===== src/design/target_validity_and_steering_core_assert.svh =====
// assertion macros for the target validity and steering core
`ifndef TARGET_VALIDITY_AND_STEERING_CORE_ASSERT_SVH
`define TARGET_VALIDITY_AND_STEERING_CORE_ASSERT_SVH

`ifndef SYNTHESIS
// consequent must hold in the same cycle as the antecedent
`define TVSC_ASSERT_NOW(lbl, clk, rstn, ante, cons) \
    lbl: assert property (@(posedge clk) disable iff (!rstn) (ante) |-> (cons)) \
        else $error("assertion failed: same-cycle check");
// consequent must hold in the cycle after the antecedent
`define TVSC_ASSERT_NEXT(lbl, clk, rstn, ante, cons) \
    lbl: assert property (@(posedge clk) disable iff (!rstn) (ante) |=> (cons)) \
        else $error("assertion failed: next-cycle check");
`else
`define TVSC_ASSERT_NOW(lbl, clk, rstn, ante, cons)
`define TVSC_ASSERT_NEXT(lbl, clk, rstn, ante, cons)
`endif

`endif


===== src/design/tvs_pkg.sv =====
package tvs_pkg;

    // signed pixel coordinate
    typedef logic signed [12:0] coord_t;

    // largest absolute difference of two coordinates
    localparam int CoordAbsMax = 8191;

    // bus widths
    localparam int S_TDATA_W = 144;
    localparam int M_TDATA_W = 56;

    // input item, last field (corner0_x) in the lowest bits
    typedef struct packed {
        logic [11:0] column_offset;
        logic [9:0]  distance_cm;
        logic [15:0] keypoint_count;
        coord_t      corner3_y;
        coord_t      corner3_x;
        coord_t      corner2_y;
        coord_t      corner2_x;
        coord_t      corner1_y;
        coord_t      corner1_x;
        coord_t      corner0_y;
        coord_t      corner0_x;
    } in_item_t;

    // result item, last field (detected) in the lowest bits
    typedef struct packed {
        logic [15:0]        jitter_sum;
        logic [15:0]        perimeter;
        logic signed [15:0] kp_threshold;
        logic               too_near;
        logic               forward;
        logic [1:0]         steer;
        logic               detected;
    } out_item_t;

    localparam int IN_ITEM_W  = $bits(in_item_t);
    localparam int OUT_ITEM_W = $bits(out_item_t);

    // register indexes
    localparam logic [2:0] REG_IMAGE_HALF_WIDTH = 3'd0;
    localparam logic [2:0] REG_THRESHOLD_MODE   = 3'd1;
    localparam logic [2:0] REG_MIN_PERIMETER    = 3'd2;
    localparam logic [2:0] REG_MAX_JITTER       = 3'd3;
    localparam logic [2:0] REG_NEAR_PERIMETER   = 3'd4;
    localparam logic [2:0] REG_MIN_DISTANCE     = 3'd5;
    localparam logic [2:0] REG_THRESHOLD_INIT   = 3'd6;

    // register reset values
    localparam logic [11:0]        RST_IMAGE_HALF_WIDTH = 12'd320;
    localparam logic [1:0]         RST_THRESHOLD_MODE   = 2'd0;
    localparam logic [15:0]        RST_MIN_PERIMETER    = 16'd100;
    localparam logic [15:0]        RST_MAX_JITTER       = 16'd400;
    localparam logic [15:0]        RST_NEAR_PERIMETER   = 16'd1000;
    localparam logic [9:0]         RST_MIN_DISTANCE     = 10'd15;
    localparam logic signed [15:0] RST_THRESHOLD_INIT   = 16'sd0;

    // threshold modes
    localparam logic [1:0] THR_MODE_AUTO       = 2'd0;
    localparam logic [1:0] THR_MODE_ACCURACY   = 2'd1;
    localparam logic [1:0] THR_MODE_THROUGHPUT = 2'd2;

    // keypoint count bounds per effective mode
    localparam logic [15:0] KEYS_ACC_LOW  = 16'd1500;
    localparam logic [15:0] KEYS_ACC_HIGH = 16'd2000;
    localparam logic [15:0] KEYS_THR_LOW  = 16'd100;
    localparam logic [15:0] KEYS_THR_HIGH = 16'd200;

    // threshold limits
    localparam logic signed [15:0] THR_MIN = 16'sh8000;
    localparam logic signed [15:0] THR_MAX = 16'sh7FFF;

    // steer codes
    localparam logic [1:0] STEER_NONE  = 2'd0;
    localparam logic [1:0] STEER_LEFT  = 2'd1;
    localparam logic [1:0] STEER_RIGHT = 2'd2;

    // control from the decision logic to the threshold unit
    typedef struct packed {
        logic        step;
        logic        detected;
        logic [1:0]  mode;
        logic [15:0] keys;
    } thr_req_t;

    // absolute difference of two coordinates
    function automatic logic [12:0] tvs_absdiff(input coord_t a, input coord_t b);
        logic signed [13:0] d;
        d = 14'(a) - 14'(b);
        return d[13] ? 13'(-d) : 13'(d);
    endfunction

endpackage


===== src/design/tvs_perimeter.sv =====
module tvs_perimeter (
    input  tvs_pkg::coord_t [3:0] cx,
    input  tvs_pkg::coord_t [3:0] cy,
    output logic [15:0]           perimeter
);

    // manhattan perimeter around the quadrilateral; eight terms of at most
    // 8191 each stay below 65536, so the sum never needs clamping
    always_comb begin
        perimeter = '0;
        for (int i = 0; i < 4; i++) begin
            perimeter = perimeter
                + 16'(tvs_pkg::tvs_absdiff(cx[i], cx[(i + 1) % 4]))
                + 16'(tvs_pkg::tvs_absdiff(cy[i], cy[(i + 1) % 4]));
        end
    end

endmodule


===== src/design/tvs_history.sv =====
module tvs_history #(
    parameter int HISTORY_FRAMES = 3
) (
    input  logic                  aclk,
    input  logic                  aresetn,
    input  logic                  step,
    input  tvs_pkg::coord_t [3:0] cx,
    output logic                  warm,
    output logic [15:0]           jitter_sum
);

    localparam int Slots = HISTORY_FRAMES - 1;
    localparam int FsW   = $clog2(HISTORY_FRAMES + 1);
    localparam int JsW   = $clog2(Slots * 4 * tvs_pkg::CoordAbsMax + 1) + 1;

    tvs_pkg::coord_t [Slots-1:0][3:0] hist_reg;
    tvs_pkg::coord_t [Slots:0][3:0]   seq;
    logic [FsW-1:0]                   frames_reg;
    logic [JsW-1:0]                   jsum;

    assign warm = (frames_reg >= FsW'(HISTORY_FRAMES));

    // oldest frame first, current frame on top
    always_comb begin
        seq[Slots] = cx;
        for (int k = 0; k < Slots; k++) begin
            seq[k] = hist_reg[k];
        end
    end

    // x change between neighboring frames, summed over the window
    always_comb begin
        jsum = '0;
        for (int k = 0; k < Slots; k++) begin
            for (int i = 0; i < 4; i++) begin
                jsum = jsum + JsW'(tvs_pkg::tvs_absdiff(seq[k+1][i], seq[k][i]));
            end
        end
    end

    // clamp, and zero during warm-up
    always_comb begin
        if (!warm) begin
            jitter_sum = '0;
        end else if (jsum > JsW'(16'hFFFF)) begin
            jitter_sum = 16'hFFFF;
        end else begin
            jitter_sum = jsum[15:0];
        end
    end

    // history shift and saturating frame count
    always_ff @(posedge aclk) begin
        if (!aresetn) begin
            hist_reg   <= '0;
            frames_reg <= '0;
        end else if (step) begin
            for (int k = 0; k < Slots - 1; k++) begin
                hist_reg[k] <= hist_reg[k+1];
            end
            hist_reg[Slots-1] <= cx;
            if (!warm) begin
                frames_reg <= frames_reg + FsW'(1);
            end
        end
    end

endmodule


===== src/design/tvs_threshold.sv =====
module tvs_threshold (
    input  logic                    aclk,
    input  logic                    aresetn,
    input  tvs_pkg::thr_req_t       req,
    input  logic                    load,
    input  logic signed [15:0]      load_value,
    output logic signed [15:0]      threshold_next
);

    logic signed [15:0] thr_reg;
    logic               accuracy;
    logic               dec;
    logic               inc;

    // effective mode; the unused code behaves as auto
    always_comb begin
        unique case (req.mode)
            tvs_pkg::THR_MODE_ACCURACY:   accuracy = 1'b1;
            tvs_pkg::THR_MODE_THROUGHPUT: accuracy = 1'b0;
            default:                      accuracy = !req.detected;
        endcase
    end

    // nudge direction from the keypoint count
    assign dec = accuracy ? (req.keys < tvs_pkg::KEYS_ACC_LOW)
                          : (req.keys < tvs_pkg::KEYS_THR_LOW);
    assign inc = accuracy ? (req.keys > tvs_pkg::KEYS_ACC_HIGH)
                          : (req.keys > tvs_pkg::KEYS_THR_HIGH);

    // saturating step by one
    always_comb begin
        if (dec) begin
            threshold_next = (thr_reg > tvs_pkg::THR_MIN) ? thr_reg - 16'sd1 : thr_reg;
        end else if (inc) begin
            threshold_next = (thr_reg < tvs_pkg::THR_MAX) ? thr_reg + 16'sd1 : thr_reg;
        end else begin
            threshold_next = thr_reg;
        end
    end

    // running threshold, reloaded on a write of the initial value
    always_ff @(posedge aclk) begin
        if (!aresetn) begin
            thr_reg <= tvs_pkg::RST_THRESHOLD_INIT;
        end else if (load) begin
            thr_reg <= load_value;
        end else if (req.step) begin
            thr_reg <= threshold_next;
        end
    end

endmodule


===== src/design/target_validity_and_steering_core.sv =====
// a result reaches m_tdata through the input register and the result register;
// that stage, and with it the item rate below, stalls while m_tready is low
// throughput: one frame item per cycle; the next item enters while a result waits
// the rate is set by the single pass from the input register to the result register
// reset (aresetn low, synchronous): both stages empty, registers to defaults,
// history and frame count cleared, running threshold back to its default
`include "target_validity_and_steering_core_assert.svh"

module target_validity_and_steering_core #(
    parameter int HISTORY_FRAMES = 3
) (
    input  logic                            aclk,
    input  logic                            aresetn,
    // corner0_x, corner0_y, corner1_x, corner1_y, corner2_x, corner2_y,
    // corner3_x, corner3_y, keypoint_count, distance_cm, column_offset, zero pad
    input  logic [tvs_pkg::S_TDATA_W-1:0]   s_tdata,
    input  logic                            s_tvalid,
    output logic                            s_tready,
    // detected, steer, forward, too_near, kp_threshold, perimeter,
    // jitter_sum, zero pad
    output logic [tvs_pkg::M_TDATA_W-1:0]   m_tdata,
    output logic                            m_tvalid,
    input  logic                            m_tready,
    input  logic                            cfg_valid,
    output logic                            cfg_ready,
    input  logic [2:0]                      cfg_index,
    input  logic [15:0]                     cfg_data
);

    tvs_pkg::in_item_t  in_reg;
    logic               in_valid_reg;
    tvs_pkg::out_item_t out_reg;
    tvs_pkg::out_item_t result;
    logic               out_valid_reg;
    logic               adv;

    logic [11:0]        ihw_reg;
    logic [1:0]         mode_reg;
    logic [15:0]        min_perim_reg;
    logic [15:0]        max_jitter_reg;
    logic [15:0]        near_perim_reg;
    logic [9:0]         min_dist_reg;

    tvs_pkg::coord_t [3:0] cx;
    tvs_pkg::coord_t [3:0] cy;
    logic [15:0]        perim;
    logic [15:0]        jitter;
    logic               hist_warm;
    logic               detected;
    logic signed [13:0] span;
    logic signed [13:0] span_adj;
    logic signed [13:0] half_span;
    logic signed [14:0] mid;
    logic [12:0]        center;
    logic signed [15:0] mid_w;
    logic signed [15:0] center_w;
    logic               cfg_xfer;
    logic signed [15:0] thr_next;
    tvs_pkg::thr_req_t  thr_req;

    // handshake: the result stage moves when empty or being taken
    assign adv       = in_valid_reg && (!out_valid_reg || m_tready);
    assign s_tready  = !in_valid_reg || adv;
    assign m_tvalid  = out_valid_reg;
    assign m_tdata   = tvs_pkg::M_TDATA_W'(out_reg);
    assign cfg_ready = 1'b1;
    assign cfg_xfer  = cfg_valid && cfg_ready;

    // input register
    always_ff @(posedge aclk) begin
        if (!aresetn) begin
            in_valid_reg <= 1'b0;
        end else if (s_tready) begin
            in_valid_reg <= s_tvalid;
        end
    end

    always_ff @(posedge aclk) begin
        if (s_tvalid && s_tready) begin
            in_reg <= tvs_pkg::in_item_t'(s_tdata[tvs_pkg::IN_ITEM_W-1:0]);
        end
    end

    // configuration registers
    always_ff @(posedge aclk) begin
        if (!aresetn) begin
            ihw_reg        <= tvs_pkg::RST_IMAGE_HALF_WIDTH;
            mode_reg       <= tvs_pkg::RST_THRESHOLD_MODE;
            min_perim_reg  <= tvs_pkg::RST_MIN_PERIMETER;
            max_jitter_reg <= tvs_pkg::RST_MAX_JITTER;
            near_perim_reg <= tvs_pkg::RST_NEAR_PERIMETER;
            min_dist_reg   <= tvs_pkg::RST_MIN_DISTANCE;
        end else if (cfg_xfer) begin
            unique case (cfg_index)
                tvs_pkg::REG_IMAGE_HALF_WIDTH: ihw_reg        <= cfg_data[11:0];
                tvs_pkg::REG_THRESHOLD_MODE:   mode_reg       <= cfg_data[1:0];
                tvs_pkg::REG_MIN_PERIMETER:    min_perim_reg  <= cfg_data;
                tvs_pkg::REG_MAX_JITTER:       max_jitter_reg <= cfg_data;
                tvs_pkg::REG_NEAR_PERIMETER:   near_perim_reg <= cfg_data;
                tvs_pkg::REG_MIN_DISTANCE:     min_dist_reg   <= cfg_data[9:0];
                default: ;
            endcase
        end
    end

    // corner unpacking
    assign cx = {in_reg.corner3_x, in_reg.corner2_x, in_reg.corner1_x, in_reg.corner0_x};
    assign cy = {in_reg.corner3_y, in_reg.corner2_y, in_reg.corner1_y, in_reg.corner0_y};

    tvs_perimeter u_perimeter (
        .cx        (cx),
        .cy        (cy),
        .perimeter (perim)
    );

    tvs_history #(
        .HISTORY_FRAMES (HISTORY_FRAMES)
    ) u_history (
        .aclk       (aclk),
        .aresetn    (aresetn),
        .step       (adv),
        .cx         (cx),
        .warm       (hist_warm),
        .jitter_sum (jitter)
    );

    // validity test
    assign detected = hist_warm && (perim >= min_perim_reg) && (jitter <= max_jitter_reg);

    // midpoint of corners 0 and 1, half span truncated toward zero
    assign span      = 14'(in_reg.corner1_x) - 14'(in_reg.corner0_x);
    assign span_adj  = span[13] ? span + 14'sd1 : span;
    assign half_span = span_adj >>> 1;
    assign mid       = 15'(half_span) + 15'(in_reg.corner0_x);
    assign center    = 13'(in_reg.column_offset) + 13'(ihw_reg);
    assign mid_w     = 16'(mid);
    assign center_w  = signed'({3'b000, center});

    // threshold unit control
    assign thr_req.step     = adv;
    assign thr_req.detected = detected;
    assign thr_req.mode     = mode_reg;
    assign thr_req.keys     = in_reg.keypoint_count;

    tvs_threshold u_threshold (
        .aclk           (aclk),
        .aresetn        (aresetn),
        .req            (thr_req),
        .load           (cfg_xfer && (cfg_index == tvs_pkg::REG_THRESHOLD_INIT)),
        .load_value     (signed'(cfg_data)),
        .threshold_next (thr_next)
    );

    // result assembly
    always_comb begin
        result.detected     = detected;
        result.steer        = tvs_pkg::STEER_NONE;
        result.forward      = 1'b0;
        result.too_near     = 1'b0;
        result.kp_threshold = thr_next;
        result.perimeter    = perim;
        result.jitter_sum   = jitter;
        if (detected) begin
            if (mid_w < center_w) begin
                result.steer = tvs_pkg::STEER_LEFT;
            end else if (mid_w > center_w) begin
                result.steer = tvs_pkg::STEER_RIGHT;
            end
            if (perim < near_perim_reg) begin
                result.forward  = (in_reg.distance_cm > min_dist_reg);
                result.too_near = !(in_reg.distance_cm > min_dist_reg);
            end
        end
    end

    // result register
    always_ff @(posedge aclk) begin
        if (!aresetn) begin
            out_valid_reg <= 1'b0;
        end else if (adv) begin
            out_valid_reg <= 1'b1;
        end else if (m_tready) begin
            out_valid_reg <= 1'b0;
        end
    end

    always_ff @(posedge aclk) begin
        if (adv) begin
            out_reg <= result;
        end
    end

    // checks
    `TVSC_ASSERT_NOW(a_no_steer_without_detect, aclk, aresetn,
        m_tvalid && !out_reg.detected,
        out_reg.steer == tvs_pkg::STEER_NONE && !out_reg.forward && !out_reg.too_near)
    `TVSC_ASSERT_NOW(a_forward_near_exclusive, aclk, aresetn,
        m_tvalid, !(out_reg.forward && out_reg.too_near))
    `TVSC_ASSERT_NEXT(a_warmup_quiet, aclk, aresetn,
        adv && !hist_warm, out_reg.jitter_sum == 16'd0 && !out_reg.detected)

endmodule


===== config.mk =====
export PLATFORM = sky130hd
export DESIGN_NAME = target_validity_and_steering_core
export DESIGN_NICKNAME = d
export VERILOG_FILES = /design/src/design/tvs_pkg.sv /design/src/design/tvs_perimeter.sv /design/src/design/tvs_history.sv /design/src/design/tvs_threshold.sv /design/src/design/target_validity_and_steering_core.sv
export VERILOG_INCLUDE_DIRS = /design/src /design/src/design
export SDC_FILE = /design/constraint.sdc
export NUM_CORES = 2
export LEC_CHECK = 0
export ABC_AREA = 1
export BUFFER_PORTS_ARGS = -buffer_cell sky130_fd_sc_hd__buf_2
export CAP_MARGIN = 20
export CORE_UTILIZATION = 57
export DETAILED_ROUTE_END_ITERATION = 10
export HOLD_SLACK_MARGIN = 0.1
export PLACE_DENSITY = 0.78
export SKIP_LAST_GASP = 1
export SLEW_MARGIN = 20
export SYNTH_ARGS = -nofsm -noshare
export SYNTH_HDL_FRONTEND = slang
export SYNTH_SLANG_ARGS = --single-unit

===== constraint.sdc =====
create_clock -name aclk -period 9.1 [get_ports aclk]
set_clock_uncertainty 0.2 [all_clocks]
set_input_delay 0.455 -clock aclk [delete_from_list [all_inputs] [get_ports aclk]]
set_output_delay 0.455 -clock aclk [all_outputs]
set_load 0.005 [all_outputs]

Word level (Yosys, flattened, before mapping)
Cells that the tools add are included.
{ "totals": {"reg_bits": 391, "input_bits": 168} }
{ "classes": {"addsub": 53, "magnitude_cmp": 14, "n_eq_ne": 8, "muxes": 32, "bitwise_logic": 2, "n_reduce_logical": 23} }
{ "ops": {"columns": ["operator", "n"], "rows": [
  ["13-bit by 13-bit subtractor with 14-bit output", 17],
  ["13-bit 2-to-1 mux", 16],
  ["13-bit negator", 16],
  ["16-bit 2-to-1 mux", 8],
  ["17-bit by 13-bit adder with 17-bit output", 6],
  ["16-bit by 13-bit adder with 16-bit output", 6],
  ["13-bit by 13-bit adder with 14-bit output", 3],
  ["17-bit by 16-bit > comparator with 1-bit output (second input constant)", 1],
  ["16-bit by 2-bit adder with 16-bit output (second input constant)", 1],
  ["16-bit greater-or-equal comparator", 1],
  ["16-bit by 11-bit > comparator with 1-bit output (second input constant)", 1],
  ["16-bit > comparator (second input constant)", 1],
  ["16-bit by 8-bit > comparator with 1-bit output (second input constant)", 1],
  ["16-bit <= comparator", 1],
  ["16-bit by 11-bit less-than comparator with 1-bit output (second input constant)", 1],
  ["16-bit less-than comparator", 1],
  ["16-bit less-than comparator (second input constant)", 1],
  ["16-bit by 7-bit less-than comparator with 1-bit output (second input constant)", 1],
  ["2-bit AND reduction", 8],
  ["16-bit by 2-bit subtractor with 16-bit output (second input constant)", 1],
  ["14-bit by 2-bit adder with 14-bit output (second input constant)", 1],
  ["14-bit > comparator", 1],
  ["14-bit less-than comparator", 1],
  ["14-bit 2-to-1 mux", 1],
  ["other kinds (19)", 36]
]} }

Depth between registers and ports, before layout
{ "logic_depth": {"word_depth": 22, "depth_mapped": 64} }

Modules after synthesis
Synthesis repeated with hierarchy kept, for this count alone.
{ "hier_totals": {"hier_cells": 5849, "area_unflattened_um2": 40465.1} }
{ "by_module_without_submodules": {"columns": ["module", "instances", "cells_each", "area_per_inst_um2", "seq_area_each_um2"], "rows": [
  ["tvs_history", 1, 2323, 14574.0, 2122.0],
  ["target_validity_and_steering_core", 1, 1150, 12401.9, 7337.0],
  ["tvs_perimeter", 1, 1965, 11194.5, 0.0],
  ["tvs_threshold", 1, 411, 2294.7, 320.3]
]} }

Worst setup path before layout
No wires, ideal clock.
{ "synth_timing": {"kind": "register to register", "from": "register u_history.hist_reg[65] (netlist bit)", "to": "register out_reg, in the netlist m_tdata[11] (data pin)", "setup_time_ns": 0.255, "arrival_time_ns": 8.493, "required_time_ns": 8.645, "setup_slack_ns": 0.152, "stages_incl_launch_ff": 55, "period_less_slack_ns": 8.948, "cell_sequence": "dfxtp_1 > inv_1 > ha_1 > fa_1 > inv_1 > nand2_1 > o21ai_1 > a21oi_1 > o21ai_1 > xor2_1 > inv_1 > a21oi_1 > xor2_1 > ha_1 > nand2_1 > nor2_1 > a211oi_1 > o21ai_0 > [19 not listed] > clkbuf_1 > nand2_1 > nand2_1 > inv_1 > ha_1 > a21oi_1 > o21a_1 > nand2_1 > nand2_1 > nand2_1 > nand2_1 > nand3_4 > nand2_4 > nand2_4 > buf_6 > nand3_1 > nand3_1 > and2_1"} }
{ "synth_rtl": {"columns": ["item", "line", "rtl"], "rows": [
  ["start: declaration", "tvs_history.sv:16", "tvs_pkg::coord_t [Slots-1:0][3:0] hist_reg;"],
  ["start signal: indexed assignment", "tvs_history.sv:59", "hist_reg[k] <= hist_reg[k+1];"],
  ["end signal: assignment", "target_validity_and_steering_core.sv:189", "out_reg <= result;"],
  ["end: declaration", "target_validity_and_steering_core.sv:32", "tvs_pkg::out_item_t out_reg;"]
]} }

==> impl_results.md <==
* Dpl hpwl at 89200 um
* H-tree lvl count at 2
* DRT Pass-1 Iters at 6
* Reg-to-Reg Start: cy[15]$_DFFE_PP_
* Synth cell types at 70
* Largest family of logic cells by synthesized area: adder cells
* Hold EP: max_jitter_reg[10]$_SDFFE_PN0P_
* Slew headroom at a little under a third
* CP endpoint kind: register
* Hold path start: cfg_data[10]
* Top_reg_cell synth: dfxtp_1
* Mux share of post-synthesis cell area at 0.0532%
* Largest net degree at the start of global routing at 114
* First-pass GRT wire length at ~190000 um
* Layout cells sized above 1 at 19.9%
* Met3 Resource Use GR at around 4.8%
* YS warnings at 0
* GR peak layer: met2
* Hold Path Depth at 3
* Chip width at 259 um
* Post-synth EDFFs at 195
* Gr ovfl total at 0
* Clock sinks at 391
* Root Driver: clkbuf_16
* Post-Synth Simple-Gate Area at 17.7%
* Placed cells at 6293
* Worst Hold Class: in2reg
* Initial DRC Count at 3062
* Slew Viols, Final at 0
* WL final at 122000 um
* Via count of the first global-routing pass at 35600
* Initial core utilization at 58.1%
* Dpl ws at -472 ps
* Total die area at about 67000 um^2
* Failing checks: setup timing
* Reg2Reg Setup Slack at -170 ps
* R2R cell count at 51
* Post-Synth XOR/XNOR Area at 9.76%
* Startpoint Class: register
* CTS tree: yes
* Fmax at 108 MHz
* Synth Area in Compound Gates at about 14%
* Cell area after synthesis at between 30000 and 40000 um^2
* CP max FO at 5
* Critical Path AT at 9410 ps
* Finish-stage setup viols at 32
* Crit share post-route at 102%
* Slew @ Worst Pin at about 1000 ps
* Critical path class: reg2reg
* # DRC at 0
* Final core occ at 73.8%
* Clock latency at the later pin of the worst-skew pair at ~650 ps
* Post-route setup TNS at -3840 ps
* Initial antenna violation count at 2
* CTS buffer count at 47
* Core ar. at between 60000 and 70000 um^2
* Post-synth ARST share at 0%
* Die height at approximately 260 um
* Sequential fraction of the synthesis area at 26.0%
* Syn Inst Count at 4925
* PortBufs at 220
* #FFs+latches synth at 391
* Non-filler cells, final at 6601
* GR Util met2 at 58.9%
* Total GRT Usage at 35.1%
* Max incr delay on CP at 610 ps
* Worst Path Required at 9240 ps
* # nets final at approximately 6400
* Vias/cell at 5.53
* Final hold viol count at 0
* Ports at around 230
* Reg2reg end: m_tdata[19]$_DFFE_PP_
* Final antenna-violating net count at 0
* Slowest CP cell: fa_2
* Clock Path Buffers at 3
* Met1 Track Usage GR at ~43%
* Min Tclk post-route at 9270 ps
* Average size of a mapped cell at 7.64 um^2
* Run status: finished with violations
* RSZ-0062 raised after global routing: true
* Synth-to-Final Area Change at 27.0%
* Vias at between 30000 and 40000
* Total of max-cap violations at 0
* Final worst slack at -166 ps
* Max reg flops at 104
* RD Place Congestion at 0.996
* Post-synthesis adder-cell area fraction at 21.2%
* Clock transition at the registers of the reported paths at 60 ps
* Rows at 93
* Post-DR wirelength/cell at 18.5 um
-- Yosys cell counts, drive strengths merged (2+ instances only) --
master   count  share of area [%]
nand2      797                8.1
conb         2              0.020
o2111ai      9               0.21
nand4       60                1.0
xnor2       88                2.0
or2         15               0.25
o22ai       17               0.28
a21boi       7               0.15
dfxtp      196                 10
mux2i        2              0.053
a21o        12               0.24
o21bai      20               0.41
xor2       324                7.7
a221oi       4              0.093
o31ai       11               0.27
and2         6               0.10
a21oi      487                6.7
nor2       307                3.2
buf         29               0.53
edfxtp     195                 16
nand3b      12               0.24
clkbuf      60               0.60
o211ai      26               0.54
a31oi       19               0.32
o221ai       2              0.047
a22oi        4               0.23
o21ai      324                4.4
nand3      252                3.5
nor4         6               0.16
fa         147                7.8
inv        987                9.8
nor3        73                1.1
a211oi       6               0.13
ha         404                 13
o21a         7               0.14
-- cells in the final DEF, fill, tap and decap left out, drive strengths merged, types with 20 or more instances in the layout --
| master | instances |
|---|---|
| a21oi | 487 |
| buf | 660 |
| clkbuf | 65 |
| dfxtp | 196 |
| dlygate4sd3 | 157 |
| edfxtp | 195 |
| fa | 147 |
| ha | 404 |
| inv | 992 |
| nand2 | 797 |
| nand3 | 252 |
| nand4 | 60 |
| nor2 | 307 |
| nor3 | 73 |
| o211ai | 26 |
| o21ai | 324 |
| o21bai | 20 |
| xnor2 | 88 |
| xor2 | 324 |
-- area by class of cell --
class                      instances  area [um^2]
tap                              855         1070
clock buffer                      63         1380
sequential                       391         9780
clock inverter                    25          343
multi-input combinational       3459        25300
antenna                            1         2.50
fill                            4757        17000
inverter                         988         3730
timing repair buffer             819         6180
-- how the worst max path moves through the flow --
stage,to,slack (ps),startpoint
2_1_floorplan,m_tdata[11]$_DFFE_PP_,150,u_history.hist_reg[65]$_SDFFE_PN0P_
3_3_place_gp,m_tdata[5]$_DFFE_PP_,-340,u_history.hist_reg[65]$_SDFFE_PN0P_
3_5_place_dp,m_tdata[17]$_DFFE_PP_,-470,u_history.hist_reg[65]$_SDFFE_PN0P_
4_1_cts,m_tdata[5]$_DFFE_PP_,3,cx[10]$_DFFE_PP_
5_1_grt,u_threshold.thr_reg[14]$_SDFFE_PN0P_,-530,cy[15]$_DFFE_PP_
6_report,m_tdata[19]$_DFFE_PP_,-170,cy[15]$_DFFE_PP_
-- worst max-delay path: cells and delay by family (launching register included) --
kind | cells | cell delay, ps
buf+inv | 7 | 760
xor+xnor | 4 | 640
flops | 1 | 410
simple gates | 19 | 1810
compound gates | 13 | 1950
fa+ha+maj | 8 | 3190
-- cell families (layout without fill, tap and decap cells) --
kind of cell,Yosys count,after routing
mux,2,2
xor+xnor,412,412
buf+inv,1077,1895
fa+ha+maj,551,551
compound gates,960,960
other cells,2,5
flops,391,391
simple gates,1530,1530
-- metrics by stage --
step           hold WS [ps]  instance area, um^2
4_1_cts                 102                46400
5_1_grt                 128                47800
3_3_place_gp            247                42300
3_5_place_dp            254                42300
2_1_floorplan           235                37700
6_report                143                47800
-- timing repair --
item | CTS | global route
endpoints found under the setup margin | 37 | 38
resized for setup | 95 | 253
buffers inserted | 39 | 20
hold endpoints to repair | 165 | 0
hold buffers | 157 | 0
pin swaps | 72 | 177
gates cloned | 2 | 3
-- layer usage --
layer,vias up,part of all wire [%]
met4,0,6.6
li1,17500,-
met2,1544,47
met1,17000,39
met3,431,7.1
met5,-,0
Power is left out: the tool's default activity adds up to more than one toggle a clock period on the data nets, which glitch-free logic cannot reach.
